`src/hw/rtl/prq_pkg.sv`:
```
// Shared constants, types and helpers of the priority request queue.
package prq_pkg;

    localparam int NUM_PLAYERS = 4;
    localparam int LIST_DEPTH  = 5;

    localparam int OP_W    = 2;
    localparam int PLY_W   = 2;
    localparam int ID_W    = 8;
    localparam int PRIO_W  = 8;
    localparam int FADE_W  = 8;
    localparam int DEPTH_W = 3;

    localparam int CNT_W     = $clog2(LIST_DEPTH + 1);
    localparam int PIDX_W    = (NUM_PLAYERS > 1) ? $clog2(NUM_PLAYERS) : 1;
    localparam int RAM_DEPTH = NUM_PLAYERS * LIST_DEPTH;
    localparam int ADDR_W    = (RAM_DEPTH > 1) ? $clog2(RAM_DEPTH) : 1;

    localparam int IN_FIELDS_W  = PLY_W + ID_W + PRIO_W + FADE_W;
    localparam int IN_TDATA_W   = ((IN_FIELDS_W + 7) / 8) * 8;
    localparam int OUT_FIELDS_W = PLY_W + ID_W + PRIO_W + FADE_W + DEPTH_W;
    localparam int OUT_TDATA_W  = ((OUT_FIELDS_W + 7) / 8) * 8;

    localparam logic [OP_W-1:0] OP_QUEUE   = 2'd0;
    localparam logic [OP_W-1:0] OP_UNQUEUE = 2'd1;
    localparam logic [OP_W-1:0] OP_CLEAR   = 2'd2;

    localparam logic ACT_START = 1'b0;
    localparam logic ACT_STOP  = 1'b1;

    typedef struct packed {
        logic [ID_W-1:0]   id;
        logic [PRIO_W-1:0] prio;
    } t_entry;

    localparam int ENTRY_W = $bits(t_entry);

    typedef struct packed {
        logic               action;
        logic [PLY_W-1:0]   player;
        logic [ID_W-1:0]    id;
        logic [PRIO_W-1:0]  prio;
        logic [FADE_W-1:0]  fade;
        logic [DEPTH_W-1:0] depth;
        logic               last;
    } t_result;

    // Each player owns LIST_DEPTH consecutive words of the entry memory.
    function automatic logic [ADDR_W-1:0] f_addr(input logic [PLY_W-1:0] player,
                                                 input logic [CNT_W-1:0] idx);
        f_addr = ADDR_W'(int'(player) * LIST_DEPTH + int'(idx));
    endfunction

endpackage

```
`src/hw/rtl/priority_request_queue_top.sv`:
```
// Per-player sorted request lists with start and stop generation.
//
// Input stream: one command per transfer. tuser carries the opcode (queue,
// unqueue, clear); tdata carries player, seq_id, prio and fade. Output stream:
// start or stop actions, tuser is the action, tlast marks the final result
// of a command. A command yields zero, one or two results.
//
// The block handles one command at a time and drops s_axis_tready after it
// accepts a queue or unqueue command until that command is finished. All list
// entries live in one memory with one write and one read port, and a small
// sequencer walks it: it scans the list, shifts the entries behind the
// insertion or removal point where needed, writes a queued entry and then
// hands over the results. A clear is done as it is accepted and leaves
// s_axis_tready high.
//
// Results sit in an output register; a stalled receiver holds the sequencer
// only when it has a further result to hand over. Reset empties all lists
// at once (the counts clear, memory contents are never read beyond them).
module priority_request_queue_top (
    input  logic                             i_clk,
    input  logic                             i_rst_n,
    input  logic                             s_axis_tvalid,
    output logic                             s_axis_tready,
    // player, seq_id, prio, fade, zero fill (lowest bit first)
    input  logic [prq_pkg::IN_TDATA_W-1:0]  s_axis_tdata,
    // opcode
    input  logic [prq_pkg::OP_W-1:0]        s_axis_tuser,
    output logic                             m_axis_tvalid,
    input  logic                             m_axis_tready,
    // out_player, out_seq_id, out_prio, out_fade, depth_after, zero fill
    output logic [prq_pkg::OUT_TDATA_W-1:0] m_axis_tdata,
    // action
    output logic [0:0]                       m_axis_tuser,
    output logic                             m_axis_tlast
);

    import prq_pkg::*;

    typedef enum logic [5:0] {
        S_IDLE  = 6'b000001,
        S_SCAN  = 6'b000010,
        S_MOVE  = 6'b000100,
        S_PUT   = 6'b001000,
        S_STOP  = 6'b010000,
        S_START = 6'b100000
    } t_state;

    t_state r_state, n_state;

    logic [CNT_W-1:0] r_counts [NUM_PLAYERS];

    logic [OP_W-1:0]   r_op;
    logic [PLY_W-1:0]  r_player;
    logic [ID_W-1:0]   r_id;
    logic [PRIO_W-1:0] r_prio;
    logic [FADE_W-1:0] r_fade;

    logic [CNT_W-1:0] r_cnt_cur, r_idx, r_chk_idx, r_fpos, r_ppos, r_pos;
    logic [CNT_W-1:0] r_dst, r_end, r_wr_dst;
    logic             r_chk_v, r_found, r_pfound, r_mv_more, r_wr_v, r_mv_up;
    logic             r_head_pend, r_start_ram;

    t_result r_out, n_out;
    logic    r_ovalid, out_load, out_free;

    logic              ram_we, ram_re;
    logic [ADDR_W-1:0] ram_waddr, ram_raddr;
    t_entry            ram_wdata, ram_rdata;

    logic [PLY_W-1:0]  in_player;
    logic [ID_W-1:0]   in_id;
    logic [PRIO_W-1:0] in_prio;
    logic [FADE_W-1:0] in_fade;
    logic              in_fire, ply_ok, scan_done;

    logic [CNT_W-1:0] q_pos, q_newcnt, u_pos, u_newcnt, mv_src;
    logic             q_drop;

    assign {in_fade, in_prio, in_id, in_player} = s_axis_tdata[IN_FIELDS_W-1:0];

    assign s_axis_tready = (r_state == S_IDLE);
    assign in_fire       = s_axis_tvalid && s_axis_tready;
    assign ply_ok        = int'(in_player) < NUM_PLAYERS;

    assign scan_done = (r_idx == r_cnt_cur) && !r_chk_v;

    // Insertion point: first entry of equal or lower priority, else the tail.
    assign q_pos    = r_pfound ? r_ppos : r_cnt_cur;
    assign q_drop   = int'(q_pos) >= LIST_DEPTH;
    assign q_newcnt = (r_cnt_cur == CNT_W'(LIST_DEPTH)) ? r_cnt_cur
                                                        : r_cnt_cur + CNT_W'(1);
    assign u_pos    = r_found ? r_fpos : r_cnt_cur;
    assign u_newcnt = r_found ? r_cnt_cur - CNT_W'(1) : r_cnt_cur;
    assign mv_src   = r_mv_up ? r_dst + CNT_W'(1) : r_dst - CNT_W'(1);

    assign out_free = !r_ovalid || m_axis_tready;

    prq_ram #(
        .WIDTH (ENTRY_W),
        .DEPTH (RAM_DEPTH)
    ) u_entries (
        .i_clk   (i_clk),
        .i_we    (ram_we),
        .i_waddr (ram_waddr),
        .i_wdata (ram_wdata),
        .i_re    (ram_re),
        .i_raddr (ram_raddr),
        .o_rdata (ram_rdata)
    );

    always_comb begin
        n_state   = r_state;
        ram_we    = 1'b0;
        ram_re    = 1'b0;
        ram_waddr = f_addr(r_player, r_wr_dst);
        ram_raddr = f_addr(r_player, r_idx);
        ram_wdata = ram_rdata;
        out_load  = 1'b0;
        n_out     = r_out;
        unique case (r_state)
            S_IDLE: begin
                if (in_fire && ply_ok &&
                    (s_axis_tuser == OP_QUEUE || s_axis_tuser == OP_UNQUEUE)) begin
                    n_state = S_SCAN;
                end
            end
            S_SCAN: begin
                ram_re = (r_idx != r_cnt_cur);
                if (scan_done) begin
                    if (r_op == OP_QUEUE) begin
                        priority if (r_found) begin
                            n_state = (r_fpos == '0) ? S_START : S_IDLE;
                        end else if (q_drop) begin
                            n_state = S_IDLE;
                        end else if (q_newcnt > q_pos + CNT_W'(1)) begin
                            n_state = S_MOVE;
                        end else begin
                            n_state = S_PUT;
                        end
                    end else begin
                        priority if (r_found && (r_fpos + CNT_W'(1) < r_cnt_cur)) begin
                            n_state = S_MOVE;
                        end else if (u_pos == '0) begin
                            n_state = S_STOP;
                        end else begin
                            n_state = S_IDLE;
                        end
                    end
                end
            end
            S_MOVE: begin
                // Read the neighbor of one slot while writing the slot before it.
                ram_re    = r_mv_more;
                ram_raddr = f_addr(r_player, mv_src);
                ram_we    = r_wr_v;
                if (!r_mv_more && !r_wr_v) begin
                    if (r_op == OP_QUEUE) begin
                        n_state = S_PUT;
                    end else begin
                        n_state = (r_pos == '0) ? S_STOP : S_IDLE;
                    end
                end
            end
            S_PUT: begin
                ram_we    = 1'b1;
                ram_waddr = f_addr(r_player, r_pos);
                ram_wdata = '{id: r_id, prio: r_prio};
                n_state   = (r_pos == '0) ? S_START : S_IDLE;
            end
            S_STOP: begin
                // Fetch the new head so that the following start can use it.
                ram_re    = 1'b1;
                ram_raddr = f_addr(r_player, '0);
                if (out_free) begin
                    out_load = 1'b1;
                    n_out    = '{action: ACT_STOP, player: r_player, id: '0, prio: '0,
                                 fade: r_fade, depth: DEPTH_W'(r_cnt_cur),
                                 last: !r_head_pend};
                    n_state  = r_head_pend ? S_START : S_IDLE;
                end
            end
            S_START: begin
                if (out_free) begin
                    out_load = 1'b1;
                    n_out    = '{action: ACT_START, player: r_player,
                                 id: r_start_ram ? ram_rdata.id : r_id,
                                 prio: r_start_ram ? ram_rdata.prio : r_prio,
                                 fade: r_fade, depth: DEPTH_W'(r_cnt_cur),
                                 last: 1'b1};
                    n_state  = S_IDLE;
                end
            end
            default: begin
                n_state = S_IDLE;
            end
        endcase
    end

    always_ff @(posedge i_clk) begin
        if (!i_rst_n) begin
            r_state     <= S_IDLE;
            r_ovalid    <= 1'b0;
            r_chk_v     <= 1'b0;
            r_found     <= 1'b0;
            r_pfound    <= 1'b0;
            r_mv_more   <= 1'b0;
            r_wr_v      <= 1'b0;
            r_mv_up     <= 1'b0;
            r_head_pend <= 1'b0;
            r_start_ram <= 1'b0;
            r_idx       <= '0;
            r_cnt_cur   <= '0;
            for (int k = 0; k < NUM_PLAYERS; k++) begin
                r_counts[k] <= '0;
            end
        end else begin
            r_state <= n_state;

            if (out_load) begin
                r_ovalid <= 1'b1;
            end else if (m_axis_tready) begin
                r_ovalid <= 1'b0;
            end

            if (in_fire) begin
                r_cnt_cur <= r_counts[PIDX_W'(in_player)];
                r_idx     <= '0;
                r_chk_v   <= 1'b0;
                r_found   <= 1'b0;
                r_pfound  <= 1'b0;
                if (ply_ok && s_axis_tuser == OP_CLEAR) begin
                    r_counts[PIDX_W'(in_player)] <= '0;
                end
            end

            if (r_state == S_SCAN) begin
                if (r_idx != r_cnt_cur) begin
                    r_idx     <= r_idx + CNT_W'(1);
                    r_chk_idx <= r_idx;
                    r_chk_v   <= 1'b1;
                end else begin
                    r_chk_v <= 1'b0;
                end
                if (r_chk_v) begin
                    if (!r_found && ram_rdata.id == r_id) begin
                        r_found <= 1'b1;
                        r_fpos  <= r_chk_idx;
                    end
                    if (!r_pfound && r_prio >= ram_rdata.prio) begin
                        r_pfound <= 1'b1;
                        r_ppos   <= r_chk_idx;
                    end
                end
                if (scan_done) begin
                    r_mv_more <= 1'b1;
                    r_wr_v    <= 1'b0;
                    if (r_op == OP_QUEUE) begin
                        r_pos       <= q_pos;
                        r_start_ram <= 1'b0;
                        r_mv_up     <= 1'b0;
                        r_dst       <= q_newcnt - CNT_W'(1);
                        r_end       <= q_pos + CNT_W'(1);
                        if (!r_found && !q_drop) begin
                            r_cnt_cur                    <= q_newcnt;
                            r_counts[PIDX_W'(r_player)] <= q_newcnt;
                        end
                    end else begin
                        r_pos       <= u_pos;
                        r_start_ram <= 1'b1;
                        r_mv_up     <= 1'b1;
                        r_head_pend <= (u_newcnt != '0);
                        r_cnt_cur   <= u_newcnt;
                        r_dst       <= u_pos;
                        r_end       <= r_cnt_cur - CNT_W'(2);
                        if (r_found) begin
                            r_counts[PIDX_W'(r_player)] <= u_newcnt;
                        end
                    end
                end
            end

            if (r_state == S_MOVE) begin
                if (r_mv_more) begin
                    r_wr_v   <= 1'b1;
                    r_wr_dst <= r_dst;
                    if (r_dst == r_end) begin
                        r_mv_more <= 1'b0;
                    end else begin
                        r_dst <= mv_src;
                    end
                end else begin
                    r_wr_v <= 1'b0;
                end
            end
        end
    end

    always_ff @(posedge i_clk) begin
        if (in_fire) begin
            r_op     <= s_axis_tuser;
            r_player <= in_player;
            r_id     <= in_id;
            r_prio   <= in_prio;
            r_fade   <= in_fade;
        end
        if (out_load) begin
            r_out <= n_out;
        end
    end

    assign m_axis_tvalid = r_ovalid;
    assign m_axis_tuser  = r_out.action;
    assign m_axis_tlast  = r_out.last;
    assign m_axis_tdata  = OUT_TDATA_W'({r_out.depth, r_out.fade, r_out.prio,
                                         r_out.id, r_out.player});

    a_cnt_bound: assert property (@(posedge i_clk) disable iff (!i_rst_n)
        (r_state == S_SCAN) |-> (r_cnt_cur <= CNT_W'(LIST_DEPTH)))
        else $error("list count above list depth");

    a_port_clash: assert property (@(posedge i_clk) disable iff (!i_rst_n)
        (ram_we && ram_re) |-> (ram_waddr != ram_raddr))
        else $error("entry shift reads the word it writes");

    a_last_idle: assert property (@(posedge i_clk) disable iff (!i_rst_n)
        (out_load && n_out.last) |=> (r_state == S_IDLE))
        else $error("sequencer busy after final result");

    a_head_exists: assert property (@(posedge i_clk) disable iff (!i_rst_n)
        (r_state == S_START && r_start_ram) |-> (r_cnt_cur != '0))
        else $error("start of a head in an empty list");

endmodule

```
`src/hw/rtl/prq_ram.sv`:
```
// Generic single-write, single-read RAM with registered read data.
module prq_ram #(
    parameter int WIDTH = 16,
    parameter int DEPTH = 20
) (
    input  logic                                     i_clk,
    input  logic                                     i_we,
    input  logic [((DEPTH > 1) ? $clog2(DEPTH) : 1)-1:0] i_waddr,
    input  logic [WIDTH-1:0]                         i_wdata,
    input  logic                                     i_re,
    input  logic [((DEPTH > 1) ? $clog2(DEPTH) : 1)-1:0] i_raddr,
    output logic [WIDTH-1:0]                         o_rdata
);

    logic [WIDTH-1:0] r_mem [DEPTH];
    logic [WIDTH-1:0] r_rdata;

    always_ff @(posedge i_clk) begin
        if (i_we) begin
            r_mem[i_waddr] <= i_wdata;
        end
        if (i_re) begin
            r_rdata <= r_mem[i_raddr];
        end
    end

    assign o_rdata = r_rdata;

endmodule
```
`config.mk`:
```
export PLATFORM = sky130hd
export DESIGN_NAME = priority_request_queue_top
export DESIGN_NICKNAME = d
export VERILOG_FILES = /design/src/hw/rtl/prq_pkg.sv /design/src/hw/rtl/priority_request_queue_top.sv /design/src/hw/rtl/prq_ram.sv
export SDC_FILE = /design/constraint.sdc
export NUM_CORES = 1
export LEC_CHECK = 0
export CAP_MARGIN = 5
export CORE_MARGIN = 5
export CORE_UTILIZATION = 45
export CTS_BUF_LIST = sky130_fd_sc_hd__clkbuf_4 sky130_fd_sc_hd__clkbuf_8 sky130_fd_sc_hd__clkbuf_16
export DETAILED_ROUTE_END_ITERATION = 8
export DONT_BUFFER_PORTS = 1
export GPL_TIMING_DRIVEN = 0
export HOLD_SLACK_MARGIN = 0.06
export SLEW_MARGIN = 20
export SYNTH_ARGS = -nofsm -noshare
export SYNTH_HDL_FRONTEND = slang
export SYNTH_SLANG_ARGS = --single-unit
export TNS_END_PERCENT = 100
```
`constraint.sdc`:
```
create_clock -name i_clk -period 4.5 [get_ports i_clk]
set_clock_uncertainty 0.05 [all_clocks]
set_input_delay 0.225 -clock i_clk [delete_from_list [all_inputs] [get_ports i_clk]]
set_output_delay 0.225 -clock i_clk [all_outputs]
set_load 0.02 [all_outputs]
```
Yosys cells after proc, flatten, opt, wreduce, memory -nomap -nowiden
Memories as Yosys holds them, arrays and structs flattened. A register that Yosys moved wholly into a read port is not among the register bits.
Cells that the tools add are included.
Widths: inputs -> output; s select.
{"block": "totals", "reg_bits": 100, "inputBits": 38, "n_memories": 2, "elab_cells": 211, "ramBits": 332}
{"memory": "u_entries.r_mem", "words": 20, "word_bits": 16, "read_ports": 1, "rd_clocked_by_memory_dff": 1, "wr": 1, "line_no": "prq_ram.sv:15", "rtl": "logic [WIDTH-1:0] r_mem [DEPTH];"}
{"memory": "r_counts", "words": 4, "word_bits": 3, "read_ports": 1, "rd_clocked_by_memory_dff": 0, "wr": 4, "line_no": "priority_request_queue_top.sv:50", "rtl": "logic [CNT_W-1:0] r_counts [NUM_PLAYERS];"}
{"block": "classes", "bitwise": 2, "n_mul": 1, "order_cmp": 4, "n_eq_ne": 18, "n_reduce_logical": 42, "mux": 99, "n_addsub": 13}
{"cell": "$mux 3", "n": 24}
{"cell": "$mux 31", "n": 2}
{"cell": "$pmux 31 s2", "n": 1}
{"cell": "$mux 6", "n": 10}
{"cell": "$mux 1", "n": 46}
{"cell": "$pmux 6 s6", "n": 1}
{"cell": "$mux 5", "n": 5}
{"cell": "$add 5x4->5", "n": 4}
{"cell": "$mux 16", "n": 1}
{"cell": "$mux 8", "n": 2}
{"cell": "$add 3x1->3 const B", "n": 5}
{"cell": "$reduce_and 3->1", "n": 4}
{"cell": "$reduce_and 4->1", "n": 3}
{"cell": "$pmux 5 s2", "n": 1}
{"cell": "$reduce_bool 2->1", "n": 5}
{"cell": "$logic_not 3->1", "n": 3}
{"cell": "$sub 3x1->3 const B", "n": 3}
{"cell": "$eq 8x8->1", "n": 1}
{"cell": "$ge 8x8->1", "n": 1}
{"cell": "$logic_and 1x1->1", "n": 8}
{"cell": "$logic_not 1->1", "n": 8}
{"cell": "$mux 4", "n": 2}
{"cell": "$ne 2x2->1 const B", "n": 4}
{"cell": "$eq 3x3->1", "n": 2}
{"cell": "28 further kinds", "n": 33}

Depth between registers and ports, before layout
{"block": "logic_depth", "depth_word": 13, "ltp_mapped": 15, "depth_no_buf": 13}

Cells and area by module
Synthesis repeated with hierarchy kept, for this count alone.
{"block": "hier_totals", "hier_cells": 1206, "hier_area_um2": 19044.5}
{"module": "prq_ram", "seq_area_each_um2": 10089.7, "n_inst": 1, "cells_per_inst": 682, "area_each_um2": 12941.2}
{"module": "priority_request_queue_top", "seq_area_each_um2": 3163.0, "n_inst": 1, "cells_per_inst": 524, "area_each_um2": 6103.4}

Least setup slack after synthesis
OpenSTA, ideal clock, no wires.
{"block": "synth_path", "kind": "flip-flop to flip-flop", "startpoint": "register r_state[4]", "endpoint": "memory u_entries.r_mem[10][0] (enable)", "arrival_time_ps": 3546, "setup_slack_ps": 516, "required_time_ps": 4062, "period_less_slack_ps": 3984, "path_stages_with_launch": 11, "n_path_buf": 2, "cell_sequence": "dfxtp_1 > buf_2 > nor4_1 > nand3b_1 > clkbuf_1 > mux2_2 > ha_1 > and3_1 > a211oi_1 > a31oi_1 > nor2_1"}
{"block": "synth_between", "elab_chain_len": 4}
{"item": "start, declared", "line_no": "priority_request_queue_top.sv:48", "rtl": "t_state r_state, n_state;"}
{"item": "start signal, assigned", "line_no": "priority_request_queue_top.sv:217", "rtl": "r_state <= n_state;"}
{"item": "$eq 6x4->1 or $eq 6x3->1 (tied branches)", "line_no": "priority_request_queue_top.sv:120", "rtl": "unique case (r_state)"}
{"item": "$pmux 1 s2", "line_no": "priority_request_queue_top.sv:120"}
{"item": "$mux 1", "line_no": "prq_ram.sv:19", "rtl": "if (i_we) begin"}
{"item": "$mux 1 (implied by the code)", "line_no": "prq_ram.sv:20", "rtl": "r_mem[i_waddr] <= i_wdata;"}
{"item": "end, declared", "line_no": "prq_ram.sv:15"}
Several ways; a longest one is shown, not always the timed one.

Worst setup path in the final report
{"block": "layout_path", "startpoint": "register r_state[4]", "endpoint": "memory u_entries.r_mem[2][8] (enable)"}
The elaborated chain is that of the path after synthesis.

==> impl_results.md <==
* Core Box Area at 42100 µm²
* Hold path depth at 4
* Depth of the worst register-to-register path at 14
* Number of antenna cells inserted at 0
* Maximum clock frequency at 0.235 GHz
* Number of distinct library cells after synthesis at 74
* Total Routed Length at 50900 µm
* Synth Area in XOR/XNOR at 0.0136
* Normalized max-slew margin at 0.273
* Worst slack at placement at -0.638 ns
* Leak at approximately 7.6 nW
* Minimum setup slack among reg-to-reg paths at 0.25 ns
* Most used flip-flop cell after synthesis: edfxtp_1
* Start of the worst register-to-register path: r_state[4]
* Number of primary I/O pins at 74
* Final instance area at about 22000 µm²
* Status: complete, no violations
* DR DRC count at 0
* Number of flops mapped to enable cells by yosys at about 430
* Final setup violation count at 0
* Max incr delay on CP at 0.49 ns
* Max-Cap Viols at 0
* Cell area reported after detailed placement at 20300 µm²
* Worst-path cell with the longest stage delay: nor2_2
* Post-layout worst setup margin at 0.245 ns
* Worst reg2reg endpoint: u_entries.r_mem[2][8]
* Buffers added on ports at 0
* Period Utilization, post-route at 0.945
* Post-Syn Area at 19200 µm²
* Die outline width at 217 µm
* Initial core utilization at 0.457
* Fraction of the yosys area taken by sequential cells at 0.688
* Initial DRT Pass Iterations at 5
* IR drop worst, VDD at 353 µV
* Number of cell rows at between 70 and 80
* Transition time at the pin with the least slew margin at 1.09 ns
* End point of the most critical hold path: r_counts[0][0]
* RePlAce Congestion at a little under 0.9
* Vias after detailed routing at 12000
* Req. time, crit path at 4.73 ns
* Instance count after placement with tap cells included at 1945
* Sum of negative setup slack at 0 ns
* Simple-Gate Fraction of Synth Area at 0.107
* Family with the most delay on the worst path: simple AND/OR/NAND/NOR gates
* Clock latency on the worst-skew pair at 0.59 ns
* Antenna violations before repair at 2
* Post-synthesis sequential element count at between 400 and 500
* Post-DRT Antenna Nets at 0
* Combinational family with the most area after synthesis: simple AND/OR/NAND/NOR gates
* Final count of pins violating max slew at 0
* Routed length per placed instance at 24.7 µm
* Maximum net fanout on the critical path at 11
* CP dominant cell by count: mux2_2
* H-tree lvl count at 2
* TritonCTS clock tree: yes
* Clock sinks at between 400 and 500
* Synthesis-to-finish area growth at 16.1%
* Via density per instance at roughly 5.8
* Net total in the final layout at 1561
* Period minus WS final at 4.25 ns
* Number of cells in the finished layout apart from fillers at ~2100
* Wire length of the first global-routing pass at 75900 µm
* Cell at the root of the clock tree: clkbuf_16
* Share of layout cells above drive strength 1 at 0.158
* GRT Resource Usage Total at 0.215
* Worst hold path class: primary input to register
* Number of hold violations in the final report at 0
* Post-Synthesis Cells at 1382
* Number of global-route vias before repair at 11800
* Pin count of the biggest net entering global routing at 29
* Average cell area after synthesis at 13.9 µm²
* Worst Setup Path Type: register to register
* Clock transition at the register clock pins on the worst setup and hold paths after CTS at roughly 0.060 ns
* Data arrival at the endpoint of the critical path at 4.49 ns
* Leftover overflow at the end of global routing at 0
* Max clock buf depth at 3
* Final Hold Slack at 0.123 ns
* Full die area at 47000 µm²
* Number of DRC violations after detailed-routing iteration 0 at 1048
* Mux share of post-synthesis cell area at 0.0577
* Yosys synthesis warning count at 0
* Chain of cells forming the critical path: buf_2, nor4_2, nand3b_1, clkbuf_2, mux2_2, ha_1, inv_1, fa_1, clkbuf_1, nor2_1, mux2_2, a32oi_2, nor2_2, buf_8
* PwrDens at between 400 and 500 nW/µm²
* Estimated wirelength of the detail-placed design at 35000 µm
* Unrepaired setup endpoints after global routing: false
* Endpoint class of the critical path: register
* Async S/R FF share, synth at 0
* CP Buf/Inv Count at 5
* Num CTS Buffers at 48
* Adder and majority gate portion of the synthesized area at 0.0213
* Startpoint class of the critical path: register
* Source of the worst hold timing path: s_axis_tdata[1]
* Area fraction in compound gates after synthesis at 0.0834
* Height of the chip at ~220 µm
==> worst max path at each step <==
stage / start / end / slack, ns / cells after the start
2_1_floorplan: r_state[4] / u_entries.r_mem[10][0] / 0.52 / 10
3_3_place_gp: r_state[4] / u_entries.r_mem[12][3] / -0.85 / 10
3_5_place_dp: r_state[4] / u_entries.o_rdata[5] / -0.64 / 14
4_1_cts: r_state[4] / u_entries.r_mem[18][15] / -0.05 / 11
5_1_grt: r_state[4] / u_entries.r_mem[18][15] / 0.03 / 15
6_report: r_state[4] / u_entries.r_mem[2][8] / 0.25 / 14
==> layer usage <==
metal / GRT usage / wire length [µm]
met1: 0.294 / 21300
met4: 0.0609 / 1400
met5: 0 / 20
met3: 0.0525 / 4120
met2: 0.348 / 24100
==> flip-flops by register name, summed over array words and instances (netlist names), 6 cells and up <==
| register | count |
|---|---|
| r_id | 8 |
| u_entries.o_rdata | 16 |
| m_axis_tdata | 29 |
| r_prio | 8 |
| u_entries.r_mem | 320 |
| r_fade | 8 |
| r_state | 6 |
| r_counts | 12 |
==> through the flow <==
step / util / power [mW]
detailed placement: 0.482 / 6.56
global placement: 0.473 / 6.54
floorplan: - / 5.97
CTS: 0.529 / 10.4
global route: 0.530 / 10.8
finish: 0.530 / 10.4
==> Yosys cell counts (8+ instances only) <==
cell type | count | area share
edfxtp_1 | 428 | 0.67
nand2_1 | 216 | 0.042
nor2_1 | 92 | 0.018
a32oi_1 | 51 | 0.023
a21oi_1 | 50 | 0.013
clkbuf_1 | 39 | 0.0076
mux2i_1 | 39 | 0.020
o21ai_0 | 39 | 0.010
nand3_1 | 34 | 0.0088
inv_1 | 29 | 0.0057
ha_1 | 28 | 0.018
mux2_2 | 24 | 0.014
nor3_1 | 24 | 0.0062
xnor2_1 | 22 | 0.010
a21o_1 | 20 | 0.0078
dfxtp_1 | 20 | 0.021
nand2b_1 | 20 | 0.0065
mux4_2 | 19 | 0.022
buf_2 | 18 | 0.0047
nand4_1 | 17 | 0.0055
a311oi_1 | 14 | 0.0064
a31oi_1 | 12 | 0.0039
buf_4 | 10 | 0.0039
nand3b_1 | 9 | 0.0035
xor2_1 | 8 | 0.0036
==> what timing repair did <==
item	4_1_cts	5_1_grt
hold endpoints to repair	45	0
pin swaps	2	2
buffers inserted	3	2
gates resized for setup	23	19
hold buffers	31	0
setup endpoints to repair	302	197
==> worst register-to-register path, delay by kind of cell (launching register included) <==
| kind | cells | cell delay (ns) |
|---|---|---|
| compound gates | 1 | 0.23 |
| fa+ha+maj | 2 | 0.50 |
| simple gates | 4 | 1.30 |
| flops | 1 | 0.29 |
| buf+inv | 5 | 1.06 |
| mux | 2 | 0.53 |
==> report_power, final <==
group	switching, mW	total, mW	internal (mW)
combinational	1.19	1.82	0.622
sequential	0.0818	4.76	4.68
clock	1.59	3.82	2.23
==> cells in the final DEF (no fill, tap or decap), types with 33 or more instances in the layout <==
cell type / Yosys / final
nor2_1: 92 / 72
o21ai_0: 39 / 37
a32oi_1: 51 / 41
a21oi_1: 50 / 49
mux2i_1: 39 / 39
edfxtp_1: 428 / 428
nand2_1: 216 / 216
nand3_1: 34 / 34
clkbuf_16: 0 / 48
clkbuf_1: 39 / 33
==> logic make-up (layout without fill, tap and decap cells) <==
family / count (synthesis) / in the layout
and+or+nand+nor: 451 / 451
buffers and inverters: 107 / 246
muxes: 83 / 83
AOI/OAI and AO/OA: 231 / 231
other: 1 / 3
adders and majority gates: 31 / 31
xor gates and xnor gates: 30 / 30
DFF: 448 / 448
==> layout make-up <==
class	count	area, µm²
Buffer	77	432
Multi-Input combinational cell	829	5730
Clock inverter	25	233
Inverter	30	113
Tap cell	539	674
Fill cell	3459	19800
Sequential cell	448	13300
Timing Repair Buffer	58	646
Clock buffer	56	1270
No activity file was read; power rests on OpenSTA's default activity.
